`src/rtl/core/slri_pkg.sv`:
```
// Package for the sorted list insert/remove core.
// Holds sizes, command and status codes, the state type and the cell control bundle.
// Depends on nothing; every other file of the block imports it.
package slri_pkg;

    // Store size and field widths.
    localparam int CAPACITY = 64;
    localparam int ValueW   = 32;
    localparam int CountW   = $clog2(CAPACITY + 1);
    localparam int PosW     = 7;
    localparam int CntOutW  = 7;

    typedef logic signed [ValueW-1:0] value_t;
    typedef logic signed [PosW-1:0]   pos_t;
    typedef logic [CountW-1:0]        count_t;
    typedef logic [CntOutW-1:0]       count_out_t;

    // Request commands.
    typedef enum logic {
        CMD_INSERT = 1'b0,
        CMD_REMOVE = 1'b1
    } cmd_t;

    // Result status codes.
    typedef enum logic [1:0] {
        ST_DONE      = 2'd0,
        ST_NOT_FOUND = 2'd1,
        ST_FULL      = 2'd2
    } status_t;

    // Sequencer states.
    typedef enum logic {
        S_IDLE  = 1'b0,
        S_APPLY = 1'b1
    } state_t;

    // Control broadcast from the sequencer to every cell of the row.
    typedef struct packed {
        logic   capture;
        logic   insert_en;
        logic   remove_en;
        value_t value;
    } cell_ctrl_t;

endpackage

```
`src/rtl/core/slri_enc.sv`:
```
// Boundary encoder: turns the prefix of "smaller" flags into the count of smaller entries.
// Depends on slri_pkg.
module slri_enc (
    input  logic [slri_pkg::CAPACITY-1:0] lt,
    output slri_pkg::count_t              idx
);
    import slri_pkg::*;

    logic [CAPACITY:0] boundary;

    // Mark the single place where the flags change from set to clear.
    always_comb
    begin
        boundary[0]        = !lt[0];
        boundary[CAPACITY] = lt[CAPACITY-1];
        for (int i = 1; i < CAPACITY; i++)
        begin
            boundary[i] = lt[i-1] && !lt[i];
        end
    end

    // One-hot to binary: an OR over the marked positions.
    always_comb
    begin
        idx = '0;
        for (int i = 0; i <= CAPACITY; i++)
        begin
            idx = idx | (boundary[i] ? count_t'(i) : count_t'(0));
        end
    end

endmodule

```
`config.mk`:
```
export PLATFORM = sky130hd
export DESIGN_NAME = slri_enc
export DESIGN_NICKNAME = d
export VERILOG_FILES = /design/src/rtl/core/slri_pkg.sv /design/src/rtl/core/slri_enc.sv
export SDC_FILE = /design/constraint.sdc
export NUM_CORES = 1
export LEC_CHECK = 0
export ABC_CLOCK_PERIOD_IN_PS = 1860
export BUFFER_PORTS_ARGS = -buffer_cell sky130_fd_sc_hd__buf_2
export CAP_MARGIN = 10
export CORE_UTILIZATION = 41
export DETAILED_ROUTE_END_ITERATION = 10
export GPL_TIMING_DRIVEN = 0
export MAX_ROUTING_LAYER = met4
export PLACE_DENSITY = 0.92
export REMOVE_ABC_BUFFERS = 1
export SYNTH_ARGS = -nofsm -noshare
export SYNTH_HDL_FRONTEND = slang
export SYNTH_SLANG_ARGS = --single-unit
```
`constraint.sdc`:
```
create_clock -name vclk -period 1.86
set_input_delay 0.372 -clock vclk [all_inputs]
set_output_delay 0.372 -clock vclk [all_outputs]
set_load 0.05 [all_outputs]
```
==> reports/summary.txt <==
Register Area - 0 sq um
PD cells - 202 nW/um^2
FP Rows - 14
antenna cells - 0
Clock Buffer Count - 0
Crit. Startpoint - lt[62]
initial antenna violation count - 0
wire length of the first global-routing pass - 4510 um
HP Start - lt[63]
hpwl dp - 2470 um
P&R area growth vs syn - 54.3%
mapped cell area - 726 sq um
slew margin rel. - 76.6%
Synth cell types - 20
Crit path top cell by count - buf_2
Yosys top cell area share - 31.9%
cell family with most CP delay - simple AND/OR/NAND/NOR gates
worst-path fanout max - 3
Max Transition Viols Final - 0
status - finished with violations
initial DRC count - 63
Startpoint Class - input pin
hold slack - 1.06 ns
Worst setup EP type - output pin
leakage power - 0.567 nW
global route overflow - 0
GPL Wtd Cong - 0.952
die width - 44.1 um
type of the worst setup path - in -> out
endpoint of the worst hold path - idx[6]
DRT Pass-1 Iters - 9
worst slew pin tran - 0.348 ns
Setup Viol. Count Final - 0
failing checks - design-rule violations
fin crit period - 1.84 ns
critical path's slowest cell - nor4_1
peak supply drop - 0.111 mV
layout cells sized above 1 - 43.5%
top post-synthesis cells by area - nand2b_1 32%, o2111ai_1 17%, inv_1 11%, nand4_1 8.6%, o21ai_0 4.8%
port buffer count - 71
Warnings, synthesis - 0
Nets - 252
Routed wire per std cell - 13.7 um
vias in the first global route - 1,080
Via density - 5.84
Tcrit/Tclk final - 99.0%
crit-path cells - buf_2 -> nand2b_1 -> o2111ai_1 -> nor4_1 -> nand3_1 -> buf_2
fin util - 71.0%
gate count of the mapped netlist - 116
post-CTS setup buffers - 0
WL final - 2770 um
Worst Path Required - 1.49 ns
fmax - 543 MHz
gr usage total - 29.8%
DRT antenna net count - 0
Worst EP arrival - 1.47 ns
Seq/Total Area, Yosys - 0%
maxcap violations - 0
FF+latch count - 0
final hold violations - 0
delay of the slowest critical-path stage - 0.34 ns
leading area contributor after synthesis - nand2b_1
largest net degree at the start of global routing - 4
Initial Utilization - 46.0%
Die Area - 1940 sq um
Die H - 44.1 um
Vias - 1,180
I/O pin count - 71
Core ar. - 1580 sq um
DRC viols - 1
Crit path buffers/inverters - 2
syn avg cell area - 6.26 sq um
worst hold path type - in -> out
hold depth - 2
fillcell total - 147
[logic make-up after synthesis]
| family | share of synthesized area (%) |
|---|---|
| simple gates | 59.3 |
| compound gates | 28.3 |
| buf+inv | 12.4 |
[routing by layer]
layer	part of all wire, %	global-route usage, %	vias to the layer above
met5	0	-	-
met4	0	0.606	0
met3	7.8	0	0
met2	51	54.7	70
met1	41	38.8	536
li1	-	-	574
[power breakdown]
group / switching (mW) / internal (mW)
clock network: 0 / 0
registers: 0 / 0
logic: 0.118 / 0.108
[Yosys cell counts]
master      n
and4_1      1
nor3_1      5
inv_1      22
or2b_1      1
nor3_2      1
o2111ai_4   1
nand2b_1   37
o2111ai_1  14
a221oi_1    1
nor2_1      2
nand3_1     2
nor4_1      4
nand2b_4    1
nor4_2      1
nand2b_2    1
buf_4       1
o21ai_0     7
nand4_1    10
nand2_1     2
o22ai_1     2
[cells in the final DEF (no fill, tap or decap), drive strengths merged]
cell type   n
or2b        1
nand3       2
o21ai       7
buf        70
nor3        6
and4        1
nor4        5
inv        22
nand2b     39
clkbuf      1
a221oi      1
o22ai       2
nand4      10
nor2        2
nand2       2
o2111ai    15
[worst max-delay path by stage]
stage | end | slack, ns | depth (start not counted)
after floorplan | idx[0] | 0.11 | 4
after detailed placement | idx[4] | 0.04 | 6
after CTS | idx[4] | 0.04 | 6
after global placement | idx[4] | 0.008 | 6
after global routing | idx[0] | -0.02 | 6
final | idx[1] | 0.02 | 6
[through the flow]
step	cells	setup slack [ns]	power, mW	cell area (sq um)	setup TNS, ns
6_report	202	0.0192	0.226	1120	0
5_1_grt	202	-0.0187	0.247	1120	-0.0246
3_5_place_dp	202	0.0416	0.216	1090	0
2_1_floorplan	115	0.108	0.106	718	0
4_1_cts	202	0.0416	0.216	1090	0
3_3_place_gp	202	0.00827	0.210	1090	0
[final cells by class]
cell class	instances	area [sq um]	share of cell area [%]
inverters	22	82.6	7.37
multi-input cells	93	659	58.9
repair buffers	71	358	32.0
well taps	16	20.0	1.79
[timing repair]
action / CTS / global route
hold buffers: 0 / 0
gates resized for setup: 0 / 6
endpoints found under the setup margin: 0 / 6
(Power assumes the default switching activity.)
