### config.mk
export PLATFORM = sky130hd
export DESIGN_NAME = slri_cell
export DESIGN_NICKNAME = d
export VERILOG_FILES = /design/src/rtl/core/slri_pkg.sv /design/src/rtl/core/slri_cell.sv
export SDC_FILE = /design/constraint.sdc
export NUM_CORES = 1
export LEC_CHECK = 0
export CAP_MARGIN = 20
export CORE_ASPECT_RATIO = 0.6
export CORE_MARGIN = 5
export CORE_UTILIZATION = 40
export DETAILED_ROUTE_END_ITERATION = 7
export DONT_BUFFER_PORTS = 1
export PLACE_DENSITY = 0.62
export SETUP_SLACK_MARGIN = 0.05
export SLEW_MARGIN = 10
export SYNTH_ARGS = -nofsm -noshare
export SYNTH_HDL_FRONTEND = slang
export SYNTH_SLANG_ARGS = --single-unit
### constraint.sdc
create_clock -name clk -period 8.3 [get_ports clk]
set_input_delay 0.83 -clock clk [delete_from_list [all_inputs] [get_ports clk]]
set_output_delay 0.83 -clock clk [all_outputs]
set_load 0.01 [all_outputs]
### src/rtl/core/slri_pkg.sv
// Package for the sorted list insert/remove core.
// Holds sizes, command and status codes, the state type and the cell control bundle.
// Depends on nothing; every other file of the block imports it.
package slri_pkg;

    // Store size and field widths.
    localparam int CAPACITY = 64;
    localparam int ValueW   = 32;
    localparam int CountW   = $clog2(CAPACITY + 1);
    localparam int PosW     = 7;
    localparam int CntOutW  = 7;

    typedef logic signed [ValueW-1:0] value_t;
    typedef logic signed [PosW-1:0]   pos_t;
    typedef logic [CountW-1:0]        count_t;
    typedef logic [CntOutW-1:0]       count_out_t;

    // Request commands.
    typedef enum logic {
        CMD_INSERT = 1'b0,
        CMD_REMOVE = 1'b1
    } cmd_t;

    // Result status codes.
    typedef enum logic [1:0] {
        ST_DONE      = 2'd0,
        ST_NOT_FOUND = 2'd1,
        ST_FULL      = 2'd2
    } status_t;

    // Sequencer states.
    typedef enum logic {
        S_IDLE  = 1'b0,
        S_APPLY = 1'b1
    } state_t;

    // Control broadcast from the sequencer to every cell of the row.
    typedef struct packed {
        logic   capture;
        logic   insert_en;
        logic   remove_en;
        value_t value;
    } cell_ctrl_t;

endpackage

### src/rtl/core/slri_cell.sv
// One storage cell of the ordered row: holds a value and its comparison flags.
// Depends on slri_pkg; instantiated once per entry by the top level.
module slri_cell (
    input  logic                clk,
    input  slri_pkg::cell_ctrl_t ctrl,
    input  logic                occupied,
    input  logic                left_lt,
    input  slri_pkg::value_t    left_value,
    input  slri_pkg::value_t    right_value,
    output logic                lt,
    output logic                eq,
    output slri_pkg::value_t    value
);
    import slri_pkg::*;

    value_t value_reg, value_next;
    logic   lt_reg, lt_next;
    logic   eq_reg, eq_next;

    // Compare against the incoming value, or shift one place during the update.
    always_comb
    begin
        value_next = value_reg;
        lt_next    = lt_reg;
        eq_next    = eq_reg;
        priority if (ctrl.capture)
        begin
            lt_next = occupied && (value_reg < ctrl.value);
            eq_next = occupied && (value_reg == ctrl.value);
        end
        else if (ctrl.insert_en && !lt_reg)
        begin
            // The first cell not smaller than the new value takes it; later cells move right.
            value_next = left_lt ? ctrl.value : left_value;
        end
        else if (ctrl.remove_en && !lt_reg)
        begin
            value_next = right_value;
        end
    end

    always_ff @(posedge clk)
    begin
        value_reg <= value_next;
        lt_reg    <= lt_next;
        eq_reg    <= eq_next;
    end

    assign lt    = lt_reg;
    assign eq    = eq_reg;
    assign value = value_reg;

endmodule

==> results.md <==
* Outcome: complete, no violations
* Sequential area share after synthesis at 40.44%
* Post-Synth XOR/XNOR Area at 0%
* CP Data Required Time at roughly 8300 ps
* Sequential power share at 53.4%
* Crit Reg-Reg Endpoint: lt
* TritonCTS Buffers at 5
* Max_slew headroom at 54.72%
* Number of synthesized flops with an enable pin at 34
* Slew Limit Fails at 0
* Placed cells at 335
* Clk_lat worst skew at 280 ps
* Switching Power at 0.0001139 W
* Highest Clock Rate at approximately 440 MHz
* Fillcell total at 607
* Fin Setup TNS at 0 ps
* Clock sinks at 34
* TritonCTS clock tree: done
* Hold path endpoint: lt
* Yosys warns at 0
* Iteration count of the initial detailed-routing pass at 4
* Max FO, Critical Path at 2
* # resized after CTS at 0
* I/O pin count at roughly 140
* Overall Power at 0.0004101 W
* Maximum vdd drop at between 0.05 and 0.06 mV
* GR Overflow Total at 0
* Pin count of the biggest net entering global routing at 65
* GRT Overall Usage at 15.04%
* Share of post-route cells with drive strength above 1 at under 10%
* Count of nets left with antenna violations after detail routing at 0
* DRC Markers at 0
* DIE HEIGHT at 71.54 um
* HP Class: primary input to flop
* Type of origin of the critical path: primary input
* WL final at between 6 and 7 mm
* Area grow syn2layout at 7.235%
* Gpl congestion at 0.7383
* Port Buffer Count at 0
* Routed WL per cell at approximately 18 um
* Initial Utilization at 41.32%
* Arrival time at the worst endpoint at 2310 ps
* Via Count at 1849
* Net count after synthesis at 395
* Via density per instance at 5.375
* Final net count at between 300 and 400
* FF-to-FF path depth at 6
* LEAKAGE at 1.245 nW
* Distinct cells, synth at 27
* Post-synth top area cell: edfxtp_1
* DIE AREA at 8053 sq um
* Hold depth at 0
* Int Pwr at 0.0002962 W
* Final setup fails at 0
* Worst slew pin tran at 662.1 ps
* Tcrit/Tclk final at 27.44%
* Number of global-route vias before repair at 1865
* Synth Area in Adders at between 15 and 20%
* Die width at 112.6 um
* Power per cell area at approximately 150 nW/um^2
* Sw frac at 27.77%
* Most frequent cells after synthesis: nand2_1 (39), o21ai_0 (36), edfxtp_1 (34), inv_1 (34), mux2i_1 (33)
* Clock-pin slew on the worst setup and hold paths at 70 ps
* Synthesized flop and latch total at 34
* Endpoints failing hold at 0
* Antenna diode count at 0
* Clock power frac at 28.7%
* Initial drt markers at 61
* Minimum clock period at around 2300 ps
* Async S/R FF share, synth at 0%
* H-tree levels at 2
* Finished Layout Cells at 344
* Largest family of logic cells by synthesized area: adder cells
* Post-synthesis simple-gate area fraction at 11.35%
* Top-count cell post-synth: nand2_1
* Comb pwr share at 17.9%
* DP HPWL at around 5.1 mm
* R2R Setup Slk at 6080 ps
* Multiplexer share of the synthesized area at a little over an eighth
* Worst Skew at 5.298 ps
* Ys flop type: edfxtp_1
* Unrepaired setup endpoints after global routing: false
* Max reg flops at 32
* Synth area leaders: edfxtp_1 (40%), ha_1 (16%), mux2i_1 (13%)
* Compound-Gate Fraction of Synth Area at between 10 and 15%
* Post-Syn Instances at 261
* Clock Path Buffers at 2
* Max-cap violations at 0
* Nature of the critical path endpoint: flop
* Synth top area share at 40.44%
* Global-route wire length before repair at roughly 9.6 mm
* Cell row count at 22
* Mapped cell area at 2525 sq um
* # hold bufs at CTS at 0
* Initial antenna violation count at 0
* HP Start: ctrl[34]
* R2r startpoint: value[13]
* Syn avg cell area at about 9.7 sq um
* Core ar. at 6111 sq um
* Total setup buffers inserted after CTS at 0
* WS Path Type: primary input to flop
* Root buffer cell: clkbuf_8
## per-layer routing
metal	track usage, %	part of all wire [%]
met2	23.36	45
met3	5.738	8.0
met5	0	0
met1	19.93	47
met4	3.600	0.74
## stage by stage
| step | hold WS [ps] | area (sq um) | utilization (%) | worst slack (ps) |
|---|---|---|---|---|
| floorplan | 819.4 | 2525 | - | 4767 |
| global placement | 898.6 | 2599 | 42.53 | 5760 |
| detailed placement | 900.5 | 2599 | 42.53 | 5744 |
| CTS | 639.4 | 2680 | 43.86 | 6039 |
| global route | 630.4 | 2708 | 44.31 | 6002 |
| finish | 654.2 | 2708 | 44.31 | 6022 |
## cell families after synthesis
group	after synthesis
adder cells (fa/ha/maj)	32
multiplexers	33
AO/OA/AOI/OAI	57
flip-flops	34
buffers and inverters	45
AND/OR/NAND/NOR	60
## power by group through the flow
stage	Clock, W	Combinational, W	Sequential [W]
3_3_place_gp	0	0.0000694	0.000223
2_1_floorplan	0	0.0000600	0.000220
5_1_grt	0.000132	0.0000862	0.000221
4_1_cts	0.000125	0.0000725	0.000220
6_report	0.000118	0.0000735	0.000219
3_5_place_dp	0	0.0000722	0.000223
## critical path, cell delays in order
cell       delay (ps)
inv_1              20
ha_1              300
a21oi_1           150
nor2_1             50
a2111oi_0         590
a31oi_1           210
mux2i_1           150
## cell type report
cell class	count	area (sq um)	area share (%)
Multi-Input combinational cell	182	1338	49.40
Timing Repair Buffer	2	35.03	1.294
Inverter	34	127.6	4.713
Clock buffer	6	72.57	2.680
Tap cell	84	105.1	3.882
Sequential cell	34	1021	37.71
Clock inverter	2	8.758	0.3235
## worst max-delay path by stage
stage / endpoint / cells after the start / start
2_1_floorplan: value[0] / 1 / ctrl[34]
3_3_place_gp: lt / 7 / ctrl[13]
3_5_place_dp: lt / 7 / ctrl[13]
4_1_cts: lt / 7 / ctrl[13]
5_1_grt: lt / 7 / ctrl[13]
6_report: lt / 7 / ctrl[13]
## placed cells by master (no fill, tap or decap), types with 2 or more instances in the layout
cell	count
nand2_1	39
o21ai_0	36
inv_1	34
edfxtp_1	34
mux2i_1	33
ha_1	32
a21oi_1	10
nor2_1	5
clkbuf_8	5
nand4_1	4
a211oi_1	4
and4_1	2
nor2b_1	2
a21o_1	2
Note: power is estimated with default switching activity, not from simulation.
